File: src/rtl/core/wss_pkg.sv
// Package for the weighted structure similarity unit.
// Types, command/status structs and constants shared by all modules; no dependencies.
`default_nettype none
package wss_pkg;

    localparam int MASS_W    = 24;
    localparam int COORD_W   = 32;
    localparam int SUM_W     = 64;
    localparam int MEAS_W    = 32;
    localparam int DIFF_W    = COORD_W + 1;
    localparam int SQ_W      = 2 * DIFF_W;
    localparam int NORM_W    = SQ_W + 1;
    localparam int LO_CHUNK  = 34;
    localparam int PROD_W    = NORM_W + MASS_W;
    localparam int DIV_W     = 2 * SUM_W;
    localparam int CNT_W     = 7;
    localparam int AXES      = 3;
    localparam int SCALE_STEPS = 2;
    localparam int DIV_STEPS   = DIV_W;
    localparam int ROOT_STEPS  = SUM_W / 2;
    localparam int NUM_SHIFT   = 16;
    localparam int RHO_SHIFT   = 18;
    localparam int RMSD_K      = 16;
    localparam int RHO_K       = 32;

    localparam logic [MEAS_W-1:0] MEAS_MAX = '1;

    typedef enum logic {
        MODE_RMSD = 1'b0,
        MODE_RHO  = 1'b1
    } mode_t;

    typedef enum logic [2:0] {
        ST_IDLE,
        ST_SQUARE,
        ST_SCALE,
        ST_ACC,
        ST_CHECK,
        ST_DIV,
        ST_ROOT_INIT,
        ST_ROOT
    } state_t;

    typedef struct packed {
        logic       item_load;
        logic       sq_en;
        logic       scale_en;
        logic       acc_en;
        logic       div_init;
        logic       div_step;
        logic       root_init;
        logic       root_step;
        logic       out_load;
        logic [1:0] step;
    } wss_cmd_t;

    typedef struct packed {
        logic selected;
        logic last;
        logic den_zero;
        logic out_busy;
    } wss_sts_t;

endpackage
`default_nettype wire

File: src/rtl/core/wss_ctrl.sv
// Controller of the weighted structure similarity unit: sequences square, scale,
// accumulate, divide and root steps. Depends on wss_pkg.
`default_nettype none
module wss_ctrl (
    input  wire logic              clk,
    input  wire logic              rst_n,
    input  wire logic              in_valid,
    output logic                   in_ready,
    input  wire wss_pkg::wss_sts_t sts,
    output wss_pkg::wss_cmd_t      cmd
);
    import wss_pkg::*;

    state_t             state_reg, state_next;
    logic [CNT_W-1:0]   cnt_reg, cnt_next;
    logic               accept;

    assign accept = in_valid && in_ready;

    always_ff @(posedge clk or negedge rst_n)
    begin
        if (!rst_n)
        begin
            state_reg <= ST_IDLE;
            cnt_reg   <= '0;
        end
        else
        begin
            state_reg <= state_next;
            cnt_reg   <= cnt_next;
        end
    end

    // Hold in ST_CHECK or ST_ROOT while an untaken result blocks the output register.
    always_comb
    begin
        state_next = state_reg;
        cnt_next   = cnt_reg;
        case (state_reg)
            ST_IDLE:
            begin
                cnt_next = '0;
                if (accept)
                    state_next = ST_CHECK;
            end
            ST_SQUARE:
            begin
                cnt_next = cnt_reg + 1'b1;
                if (cnt_reg == CNT_W'(AXES - 1))
                begin
                    cnt_next   = '0;
                    state_next = ST_SCALE;
                end
            end
            ST_SCALE:
            begin
                cnt_next = cnt_reg + 1'b1;
                if (cnt_reg == CNT_W'(SCALE_STEPS - 1))
                begin
                    cnt_next   = '0;
                    state_next = ST_ACC;
                end
            end
            ST_ACC:
                state_next = ST_CHECK;
            ST_CHECK:
            begin
                cnt_next = '0;
                if (!sts.last)
                    state_next = ST_IDLE;
                else if (sts.den_zero)
                begin
                    if (!sts.out_busy)
                        state_next = ST_IDLE;
                end
                else
                    state_next = ST_DIV;
            end
            ST_DIV:
            begin
                cnt_next = cnt_reg + 1'b1;
                if (cnt_reg == CNT_W'(DIV_STEPS - 1))
                begin
                    cnt_next   = '0;
                    state_next = ST_ROOT_INIT;
                end
            end
            ST_ROOT_INIT:
                state_next = ST_ROOT;
            ST_ROOT:
            begin
                if (cnt_reg == CNT_W'(ROOT_STEPS))
                begin
                    if (!sts.out_busy)
                        state_next = ST_IDLE;
                end
                else
                    cnt_next = cnt_reg + 1'b1;
            end
            default:
                state_next = ST_IDLE;
        endcase
        // Selected items take the arithmetic path before the check.
        if (state_reg == ST_IDLE && accept && sts.selected)
            state_next = ST_SQUARE;
    end

    always_comb
    begin
        cmd      = '0;
        in_ready = 1'b0;
        cmd.step = cnt_reg[1:0];
        case (state_reg)
            ST_IDLE:
            begin
                in_ready      = 1'b1;
                cmd.item_load = accept;
            end
            ST_SQUARE:    cmd.sq_en    = 1'b1;
            ST_SCALE:     cmd.scale_en = 1'b1;
            ST_ACC:       cmd.acc_en   = 1'b1;
            ST_CHECK:
            begin
                cmd.div_init = sts.last && !sts.den_zero;
                cmd.out_load = sts.last && sts.den_zero && !sts.out_busy;
            end
            ST_DIV:       cmd.div_step  = 1'b1;
            ST_ROOT_INIT: cmd.root_init = 1'b1;
            ST_ROOT:
            begin
                cmd.root_step = (cnt_reg != CNT_W'(ROOT_STEPS));
                cmd.out_load  = (cnt_reg == CNT_W'(ROOT_STEPS)) && !sts.out_busy;
            end
            default:
                cmd = '0;
        endcase
    end

    assert property (@(posedge clk) disable iff (!rst_n)
        cmd.out_load |-> !sts.out_busy)
        else $error("result loaded over an untaken result");
    assert property (@(posedge clk) disable iff (!rst_n)
        cmd.out_load |=> in_ready)
        else $error("block not idle after result");
    assert property (@(posedge clk) disable iff (!rst_n)
        $onehot0({cmd.sq_en, cmd.scale_en, cmd.acc_en, cmd.div_step, cmd.root_step}))
        else $error("overlapping datapath commands");
endmodule
`default_nettype wire

File: config.mk
export PLATFORM = sky130hd
export DESIGN_NAME = wss_ctrl
export DESIGN_NICKNAME = d
export VERILOG_FILES = /design/src/rtl/core/wss_pkg.sv /design/src/rtl/core/wss_ctrl.sv
export SDC_FILE = /design/constraint.sdc
export NUM_CORES = 1
export LEC_CHECK = 0
export BUFFER_PORTS_ARGS = -buffer_cell sky130_fd_sc_hd__buf_4
export CAP_MARGIN = 20
export CORE_MARGIN = 10
export CORE_UTILIZATION = 50
export CTS_CLUSTER_DIAMETER = 30
export DETAILED_ROUTE_END_ITERATION = 7
export PLACE_DENSITY = 0.84
export SLEW_MARGIN = 20
export SYNTH_ARGS = -nofsm -noshare
export SYNTH_HDL_FRONTEND = slang
export SYNTH_SLANG_ARGS = --single-unit
File: constraint.sdc
create_clock -name clk -period 3.6 [get_ports clk]
set_clock_uncertainty 0.15 [all_clocks]
set_input_delay 0.18 -clock clk [delete_from_list [all_inputs] [get_ports clk]]
set_output_delay 0.18 -clock clk [all_outputs]
set_load 0.005 [all_outputs]
-- After elaboration in Yosys (flattened, before gate mapping)
Cells that the tools add are included.
- flip-flop bits (word level): 10
- bits of input ports: 7
- output and inout port bits: 12
- word-level logic and storage cells: 60
- add/subtract/negate cells: 1
- equal/unequal tests: 18
- multiplexer cells: 25
- reductions and logical operators: 14
- operator list (cell ; count):
    one-hot mux 7 bit (5 select lines) ; 1
    two-way mux 7 bit ; 4
    two-way mux 3 bit ; 9
    one-hot mux 3 bit (8 select lines) ; 1
    == test 3 bit (second input constant) ; 4
    != test 3 bit (second input constant) ; 4
    two-way mux 1 bit ; 9
    adder 7 x 1 -> 7 bit (second input constant) ; 1
    == test 7 x 1 -> 1 bit (second input constant) ; 1
    == test 7 x 2 -> 1 bit (second input constant) ; 1
    == test 7 x 6 -> 1 bit (second input constant) ; 1
    == test 7 bit (second input constant) ; 1
    logical AND 1 bit ; 7
    != test 7 x 6 -> 1 bit (second input constant) ; 1
    == test 3 x 2 -> 1 bit (second input constant) ; 2
    AND reduction 5 bit ; 1
    nonzero test 5 bit ; 1
    == test 3 x 1 -> 1 bit (second input constant) ; 1
    zero test 3 bit ; 1
    != test 3 x 2 -> 1 bit (second input constant) ; 1
    zero test 1 bit ; 2
    != test 2 bit (second input constant) ; 1
    one-hot mux 1 bit (2 select lines) ; 1
    AND reduction 2 bit ; 1
    OR reduction 2 bit ; 1

-- Longest topological paths before layout
Gate-level depths: netlist of the first run.
- word-level depth: 7
- gate-level depth with buffers: 8

-- Least setup slack after synthesis of the first run
OpenSTA, ideal clock, no wires.
- path type: register to register
- from: reg cnt_reg[0]
- to: reg state_reg[0]
- data arrival time: 1767 ps
- path slack: 1564 ps
- stages on the path, launching flop included: 9
- clock period less this slack: 2036 ps
- cell sequence: dfrtp_1 inv_1 ha_1 nor3b_1 a21o_2 a211oi_2 buf_6 nor2_1 o22a_2
- cells in the longest elaborated chain, start to end: 3
- elaborated cells on any way between the ends: 9
- RTL lines (what ; RTL line ; source):
    start, declared ; wss_ctrl.sv:15 ; logic [CNT_W-1:0] cnt_reg, cnt_next;
    start signal, assigned ; wss_ctrl.sv:30 ; cnt_reg <= cnt_next;
    == test 7 x 6 -> 1 bit, or another cell as far along ; wss_ctrl.sv:92 ; if (cnt_reg == CNT_W'(ROOT_STEPS))
    != test 3 bit (no source line) ; n/a ;
    AND reduction 5 bit (no source line) (*) ; n/a ;
    end signal, assigned ; wss_ctrl.sv:29 ; state_reg <= state_next;
    end, declared ; wss_ctrl.sv:14 ; state_t state_reg, state_next;
Every way passes the cells marked *; elsewhere a longest branch is shown, timed or not.
A chain may end at the register's enable or synchronous reset.

-- Worst setup path after layout of the first run
- from: reg state_reg[0]
- to: reg state_reg[2]
- cells in the longest elaborated chain, start to end: 7
- elaborated cells on any way between the ends: 20
- RTL lines (what ; RTL line ; source):
    zero test 3 bit ; wss_ctrl.sv:39, wss_ctrl.sv:104, wss_ctrl.sv:113 ;
    two-way mux 1 bit ; wss_ctrl.sv:113 ; case (state_reg)
    logical AND 1 bit ; wss_ctrl.sv:18 ; assign accept = in_valid && in_ready;
    logical AND 1 bit (2 in a row) ; wss_ctrl.sv:104 ; if (state_reg == ST_IDLE && accept && sts.selected)
    != test 3 bit (no source line) / != test 3 x 2 -> 1 bit (equally long branches) ; n/a ;
    AND reduction 5 bit (no source line) ; n/a ;
Parallel ways exist; a longest one is shown, timed or not.

==> impl_metrics.csv, run 1 <==
group,metric,value,unit
run_status,outcome,"completed",
floorplan,dieWidth,61.6,um
cts,numCtsBuffers,3,
floorplan,initial_core_util,0.548,
worst_setup_path,endpoint_kind,"flop",
detailed_routing,drt_wl_total,2100,um
worst_setup_path,worst-endpoint-arrival,2.58,ns
detailed_routing,vias,861,
worst_hold_path,hold_class,"in -> async",
global_route,grt_pass1_vias,730,
floorplan,die_height,61.6,um
yosys,ys.warnings.count,0,
worst_setup_path,critPathMaxFanout,16,
floorplan,rows,14,
sta,slew_headroom,0.420,
finish,nets,131,
yosys,synth.distinct_cells,37,
detailed_routing,drt-initial-drc-count,41,
yosys,yosys-top-cells-area,"dfrtp_1 (29%), ha_1 (5.8%), nand2b_1 (5.1%), nand2_1 (4.8%), nor2_1 (3.9%)",
finish,diodes,0,
floorplan,core,1580,um^2
power,p_clk_frac,0.092,
yosys,yosysTopAreaCell,"dfrtp_1",
power,p_seq_frac,0.305,
power,power_density,873,nW/um^2
global_route,grt_pass1_wl,3380,um
cts,clock_sinks,10,
placed_design,hpwl,1540,um
yosys,synth_top_area_frac,0.290,
detailed_routing,vias_per_cell,6.43,
cts,htree_num_levels,1,
sta,max_freq,0.389,GHz
cts,clk_pin_slew,0.07,ns
sta,hold_viol_final,0,
power,vdd_drop_max,547,uV
global_route,grt-ovfl-total,0,
yosys,avgSynthCellArea,8.22,um^2
sta,final.setup.worst_slack,1.03,ns
cts,clock_path_buffers,2,
placed_design,io_buffers,18,
power,switching_share,0.485,
power,total_power,0.865,mW
yosys,syn_area,863,um^2
sta,fin_crit_sh,0.714,
yosys,synthesis.nets,116,
worst_setup_path,worst_r2r_path_depth,4,
power,p_int,0.446,mW
sta,finalSetupViolations,0,
worst_setup_path,startpoint_type,"flop",
power,p_switching,0.420,mW
placed_design,place_congestion,0.810,
detailed_routing,first_pass_iters,4,
finish,largest_register_ffs,7,
yosys,ys_ff_latch,10,
sta,worst_slew_pin_slew,0.869,ns
floorplan,die-area,3790,um^2
detailed_routing,ant_nets,0,
global_route,antenna_found_initial,0,
yosys,synth_cells,105,
global_route,gr-usage-all-layers,0.116,
yosys,ys_seq_area_frac,0.290,
cts,clkLatencyLatePin,0.27,ns
sta,final.setup.tns,0,ns
job,cap_violations,0,
power,leakagePower,0.450,nW
sta,slew_violations,0,
sta,fin_crit,2.57,ns
power,p_comb_frac,0.604,
worst_setup_path,criticalPathCategory,"reg -> reg",
detailed_routing,wl_per_cell,15.7,um
cts,cts_tree,"yes",
finish,drive_above_1_share,0.237,
finish,finish.utilization,0.629,
worst_setup_path,worst-endpoint-required,3.61,ns
global_route,grt_max_degree,20,
detailed_routing,drcViolationCount,0,
placed_design,pre_cts_slack,1.10,ns
cts,root_buffer,"clkbuf_4",
sta,rsz0062_at_grt,"false",
floorplan,ioPinCount,19,
finish,area_growth,14.8,%
[power groups by stage]
stage          Sequential (mW)  Clock, mW  Combinational [mW]
2_1_floorplan            0.199          0               0.475
3_3_place_gp             0.257          0               0.513
3_5_place_dp             0.262          0               0.517
4_1_cts                  0.260     0.0805               0.520
5_1_grt                  0.277     0.0838               0.587
6_report                 0.264     0.0794               0.522
[metrics by stage]
stage               cell area, um^2  std cells  hold slack, ns
floorplan                       863        105          -0.266
global placement                958        130          -0.135
detailed placement              958        130          -0.135
CTS                             991        134           0.129
global route                    991        134           0.138
finish                          991        134           0.122
[cell usage in the layout, fill, tap and decap left out, types with 2 or more instances in the layout]
| cell type | n |
|---|---|
| a21oi_1 | 4 |
| nor3_1 | 3 |
| nand2b_1 | 7 |
| o211ai_1 | 2 |
| nor3b_1 | 2 |
| ha_1 | 4 |
| inv_1 | 4 |
| nor4b_1 | 2 |
| nand3_1 | 4 |
| o21ai_0 | 5 |
| clkbuf_4 | 3 |
| buf_4 | 18 |
| a31oi_1 | 5 |
| a41oi_1 | 2 |
| nor2_1 | 9 |
| and3_1 | 4 |
| nand2_1 | 11 |
| dfrtp_1 | 10 |
[critical path: stages (launching register included)]
cell       delay (ns)
dfrtp_1          0.56
or2_1            0.41
o2bb2ai_1        0.17
a211oi_2         0.75
mux2_2           0.41
[cell usage after synthesis]
cell       number
a32oi_1         1
nand3b_1        1
ha_1            4
a211oi_2        1
o211ai_1        2
and3_1          4
or2_1           1
a21o_2          1
nor3_1          3
nand3_1         4
a31oi_1         5
mux2_2          1
nor4b_1         2
a21oi_1         4
nand2_1        11
clkbuf_1        4
o22ai_1         1
nor4bb_1        1
nor2_1          9
dfrtp_1        10
a31o_2          1
a41oi_1         2
nor3b_1         2
o2bb2ai_1       1
o21ai_0         5
a222oi_1        1
inv_1           4
o21bai_1        1
buf_6           2
nor4_1          1
buf_4           3
o22a_2          1
a221o_1         1
or4_4           1
o32ai_2         1
a21boi_0        1
nand2b_1        7
[kinds of logic after synthesis]
family          synth area share
mux                       0.0130
fa+ha+maj                 0.0580
flops                      0.290
simple gates               0.293
compound gates             0.259
buf+inv                   0.0869
[routing by layer]
metal	wire (um)	vias to the layer above	global-route usage
met5	0	-	0
met4	28	0	0.0478
met3	183	6	0.0288
met2	983	39	0.173
met1	903	401	0.154
li1	-	415	-
[final timing paths]
path / from / to / slack (ns)
max: state_reg[0] / state_reg[2] / 1.03
min: rst_n / state_reg[1] / 0.12
max reg2reg: state_reg[0] / state_reg[2] / 1.03
min reg2reg: cnt_reg[2] / cnt_reg[2] / 0.44
max in group asynchronous: rst_n / cnt_reg[2] / 3.03
min in group clk: in_valid / state_reg[0] / 0.14
[what timing repair did]
| action | in CTS | in global routing |
|---|---|---|
| hold buffers | 1 | 0 |
| buffers inserted | 0 | 0 |
| gates resized for setup | 0 | 0 |
| endpoints found under the hold margin | 10 | 0 |
[cell type report]
cell class,count,area [um^2]
multi-input combinational,82,538
clock buffer,3,22.5
tap,16,20.0
fill,139,586
inverter,4,15.0
sequential,10,250
timing repair buffer,19,145
Power figures use the tool's default switching activity.
==> run 2, diff against run 1 <==
ABC_AREA = 1   (was unset)
clock period = 2.5 ns   (was 3.6 ns; I/O delays follow)
==> impl_metrics.csv, run 2 <==
group,metric,value,unit
sta,finalSetupViolations,0,
worst_setup_path,endpoint_kind,"output pin",
sta,whs,0.0609,ns
cts,cts_tree,"yes",
floorplan,initial_core_util,0.527,
detailed_routing,wl_per_cell,11.9,um
cts,clock_path_buffers,2,
detailed_routing,drcViolationCount,0,
floorplan,die_height,62.4,um
cts,clk_pin_slew,0.07,ns
global_route,grt_max_degree,11,
yosys,synth_ff_type,"dfrtp_1",
floorplan,ioPinCount,19,
finish,fillers,156,
finish,final_area,1070,um^2
placed_design,place_congestion,0.827,
power,power_density,1070,nW/um^2
yosys,synth.distinct_cells,23,
placed_design,io_buffers,18,
sta,fin_crit,2.10,ns
run_status,outcome,"completed",
sta,hold_viol_final,0,
finish,drive_above_1_share,0.224,
global_route,grt_pass1_wl,3690,um
placed_design,placed_area,1030,um^2
yosys,ys.warnings.count,0,
finish,final_cells,177,
detailed_routing,first_pass_iters,4,
yosys,synth_cells,135,
finish,diodes,0,
finish,layout_commonest_cell,"nand2_1",
yosys,avgSynthCellArea,6.66,um^2
cts,clock_sinks,10,
finish,area_growth,19.5,%
worst_hold_path,hold_class,"in -> async",
global_route,gr-usage-all-layers,0.112,
global_route,grt_pass1_vias,895,
global_route,antenna_found_initial,0,
sta,worst_slew_pin_slew,0.366,ns
power,p_clk_frac,0.128,
worst_setup_path,worst-endpoint-arrival,1.83,ns
yosys,synth-edff-count,0,
yosys,synthesis.nets,146,
yosys,synth-async-reset-ratio,1.00,
detailed_routing,ant_nets,0,
job,cap_violations,0,
worst_setup_path,critPathMaxFanout,9,
sta,slew_headroom,0.756,
detailed_routing,vias,897,
yosys,yosysMostFrequentCell,"nand2_1",
yosys,yosys-top-cells-area,"dfrtp_1 (28%), nand2_1 (13%), nand3_1 (12%), inv_1 (10%), ha_1 (5.6%)",
detailed_routing,routed-wl-met2,1010,um
cts,root_buffer,"clkbuf_4",
floorplan,dieWidth,62.4,um
worst_setup_path,criticalPathCategory,"reg -> out",
finish,nets,164,
sta,rsz0062_at_grt,"false",
yosys,ys_seq_area_frac,0.278,
cts,numCtsBuffers,3,
yosys,syn_area,900,um^2
cts,cts_resized,0,
power,vdd_drop_max,587,uV
placed_design,dp_cells,172,
detailed_routing,m1WireLength,989,um
yosys,ys_ff_latch,10,
worst_setup_path,worst-endpoint-required,2.23,ns
detailed_routing,vias_per_cell,5.07,
yosys,synth_top_area_frac,0.278,
power,leakagePower,0.624,nW
yosys,yosys-top-cells-count,"nand2_1 (32), inv_1 (24), nand3_1 (22)",
floorplan,die-area,3900,um^2
cts,htree_num_levels,1,
global_route,grt-ovfl-total,0,
sta,fin_crit_sh,0.840,
floorplan,core,1710,um^2
power,p_switching,0.569,mW
power,p_seq_frac,0.259,
detailed_routing,drt_wl_total,2110,um
finish,largest_register_ffs,7,
sta,max_freq,0.476,GHz
sta,final.setup.tns,0,ns
cts,clkLatencyLatePin,0.27,ns
finish,layout_common_cells,"nand2_1 (32), inv_1 (24), nand3_1 (22)",
sta,final.setup.worst_slack,0.400,ns
floorplan,rows,15,
sta,slew_violations,0,
power,switching_share,0.495,
placed_design,pre_cts_slack,0.710,ns
detailed_routing,route.met3.wl,101,um
cts,cts_setup_buffers,0,
detailed_routing,top_layer_used,"met4",
worst_setup_path,startpoint_type,"flop",
placed_design,hpwl,1790,um
power,p_int,0.579,mW
yosys,yosysTopAreaCell,"dfrtp_1",
power,p_comb_frac,0.613,
detailed_routing,drt-initial-drc-count,28,
[run 2: final cells by class]
| class | count | area (um^2) | share of cell area |
|---|---|---|---|
| clock buffers | 4 | 36.3 | 0.0338 |
| inverters | 26 | 97.6 | 0.0908 |
| multi-input cells | 93 | 514 | 0.478 |
| flip-flops and latches | 10 | 250 | 0.233 |
| well taps | 25 | 31.3 | 0.0291 |
| repair buffers | 19 | 145 | 0.135 |
[run 2: per-layer routing]
metal | track usage | up-vias
li1 | - | 453
met1 | 0.139 | 405
met2 | 0.171 | 37
met3 | 0.0305 | 2
met4 | 0.0615 | 0
met5 | 0 | -
[run 2: worst max-delay path, stage by stage, from the launching register on]
cell and delay [ns]:
dfrtp_1 0.43, inv_1 0.15, ha_1 0.17, nand2_1 0.05, inv_1 0.06, nand3_1 0.07
nand2_2 0.18, inv_1 0.08, a211oi_1 0.21, buf_4 0.16
[run 2: logic make-up after synthesis]
family          Yosys count  synth area share
flops                    10             0.278
compound gates           12            0.0723
fa+ha+maj                 4            0.0556
xor+xnor                  4            0.0390
simple gates             73             0.405
buf+inv                  32             0.150
[run 2: metrics by stage]
stage,utilization,power (mW)
after floorplan,-,0.816
after global placement,0.602,0.978
after detailed placement,0.602,1.00
after CTS,0.629,1.15
after global routing,0.629,1.27
final,0.629,1.15
[run 2: path summary, 6_finish.rpt]
kind / endpoint / depth (start not counted) / slack, ns / start
worst max-delay path: cmd[2] / 9 / 0.40 / cnt_reg[0]
worst min-delay path: cnt_reg[2] / 2 / 0.06 / rst_n
worst max register to register: cnt_reg[1] / 11 / 0.70 / cnt_reg[0]
worst min register to register: cnt_reg[6] / 2 / 0.43 / cnt_reg[6]
max in group asynchronous: state_reg[1] / 2 / 2.00 / rst_n
min in group clk: state_reg[0] / 5 / 0.07 / sts[3]
[run 2: repair_timing]
item                       in CTS  in global routing
hold buffers                    1                  0
hold endpoints to repair       10                  0
setup endpoints to repair       0                  0
[run 2: power groups by stage]
stage | combinational (mW) | clock (mW) | sequential [mW]
5_1_grt | 0.804 | 0.159 | 0.305
3_3_place_gp | 0.685 | 0 | 0.292
4_1_cts | 0.712 | 0.148 | 0.293
3_5_place_dp | 0.710 | 0 | 0.294
6_report | 0.704 | 0.147 | 0.297
2_1_floorplan | 0.581 | 0 | 0.235
==> run 3, diff against run 2 <==
clock period = 2.06 ns   (was 2.5 ns; I/O delays follow)
==> impl_metrics.csv, run 3 (synthesized netlist as in run 2, its figures left out) <==
group,metric,value,unit
finish,area_growth,23.1,%
detailed_routing,first_pass_iters,4,
floorplan,core,1710,um^2
power,vdd_drop_max,833,uV
finish,fillers,157,
worst_setup_path,startpoint_type,"flop",
detailed_routing,vias,918,
sta,slew_violations,0,
worst_setup_path,criticalPathCategory,"reg -> out",
finish,finish.utilization,0.648,
cts,clock_path_buffers,2,
sta,slew_headroom,0.768,
detailed_routing,vias_per_cell,5.10,
power,total_power,1.41,mW
worst_setup_path,critPathMaxFanout,5,
sta,hold_viol_final,0,
sta,fin_crit,1.92,ns
global_route,grt_max_degree,11,
floorplan,initial_core_util,0.527,
run_status,outcome,"completed",
detailed_routing,drt-initial-drc-count,32,
cts,numCtsBuffers,3,
cts,clock_sinks,10,
sta,max_freq,0.522,GHz
cts,clk_pin_slew,0.07,ns
detailed_routing,ant_nets,0,
worst_setup_path,endpoint_kind,"output pin",
finish,drive_above_1_share,0.252,
sta,worst_slew_pin_slew,0.349,ns
finish,layout_commonest_cell,"nand2_1",
placed_design,place_congestion,0.890,
finish,final_area,1110,um^2
power,leakagePower,0.640,nW
global_route,grt-ovfl-total,0,
placed_design,placed_area,1030,um^2
floorplan,rows,15,
global_route,gr-usage-all-layers,0.111,
global_route,grt_pass1_vias,888,
cts,clkLatencyLatePin,0.27,ns
detailed_routing,wl_per_cell,11.9,um
job,cap_violations,0,
detailed_routing,drt_wl_total,2130,um
detailed_routing,drcViolationCount,0,
finish,diodes,0,
finish,layout_common_cells,"nand2_1 (32), inv_1 (23), nand3_1 (22)",
finish,nets,167,
floorplan,ioPinCount,19,
sta,finalSetupViolations,0,
floorplan,die-area,3900,um^2
placed_design,io_buffers,18,
finish,largest_register_ffs,7,
placed_design,dp_cells,172,
cts,htree_num_levels,1,
global_route,grt_pass1_wl,3710,um
worst_setup_path,worst-endpoint-required,1.81,ns
cts,cts_tree,"yes",
global_route,antenna_found_initial,0,
power,power_density,1280,nW/um^2
floorplan,die_height,62.4,um
floorplan,dieWidth,62.4,um
worst_hold_path,hold_class,"in -> async",
placed_design,hpwl,1740,um
worst_setup_path,worst-endpoint-arrival,1.66,ns
sta,fin_crit_sh,0.930,
finish,final_cells,180,
cts,root_buffer,"clkbuf_4",
run 3: cell types whose count changed in the layout (fill, tap and decap cells not counted):
cell      previous run  this run
inv_2                2         3
a211oi_1             1         0
buf_4               18        21
nand2_2              2         1
nand2_4              0         1
a211oi_2             0         1
inv_1               24        23
run 3: final timing paths:
check / from / slack, ns / to / cells after the start
min in group clk: sts[3] / 0.05 / state_reg[0] / 5
max in group asynchronous: rst_n / 1.56 / state_reg[1] / 2
worst min-delay path: rst_n / 0.05 / cnt_reg[2] / 2
worst max register to register: cnt_reg[1] / 0.22 / state_reg[0] / 12
worst max-delay path: cnt_reg[1] / 0.14 / cmd[2] / 9
worst min register to register: cnt_reg[6] / 0.42 / cnt_reg[6] / 2
run 3: power breakdown:
part	internal (mW)	total [mW]	switching, mW
clock	0.107	0.178	0.0708
combinational	0.360	0.878	0.517
sequential	0.253	0.357	0.104
run 3: timing repair:
item	in CTS	in global routing
endpoints found under the setup margin	0	1
buffers inserted	0	3
hold buffers	1	0
endpoints found under the hold margin	10	0
gates resized for setup	0	3
run 3: per-layer routing:
| layer | track usage | routed length (um) | up-vias |
|---|---|---|---|
| li1 | - | - | 461 |
| met1 | 0.134 | 971 | 410 |
| met2 | 0.165 | 938 | 41 |
| met3 | 0.0287 | 157 | 6 |
| met4 | 0.0782 | 67 | 0 |
| met5 | 0 | 0 | - |
run 3: area by class of cell:
cell class,count,area (um^2),area share
sequential,10,250,0.226
multi-input combinational,93,524,0.473
clock buffer,4,36.3,0.0328
inverter,26,97.6,0.0881
tap,25,31.3,0.0282
timing repair buffer,22,168,0.151
run 3: stage by stage:
stage / TNS, ns / hold WS [ns] / setup WS [ns]
CTS: 0 / 0.0400 / 0.0204
finish: 0 / 0.0510 / 0.145
floorplan: 0 / -0.343 / 0.489
global route: -0.0141 / 0.0597 / -0.0141
global placement: 0 / -0.214 / 0.377
detailed placement: 0 / -0.211 / 0.308
run 3: worst max-delay path, cell delays in order, from the launching register on:
cell and delay, ns:
dfrtp_1 0.43, inv_1 0.12, ha_1 0.17, nand2_1 0.06
inv_1 0.07, nand3_1 0.11, nand2_4 0.11, inv_1 0.06
a211oi_2 0.13, buf_4 0.14
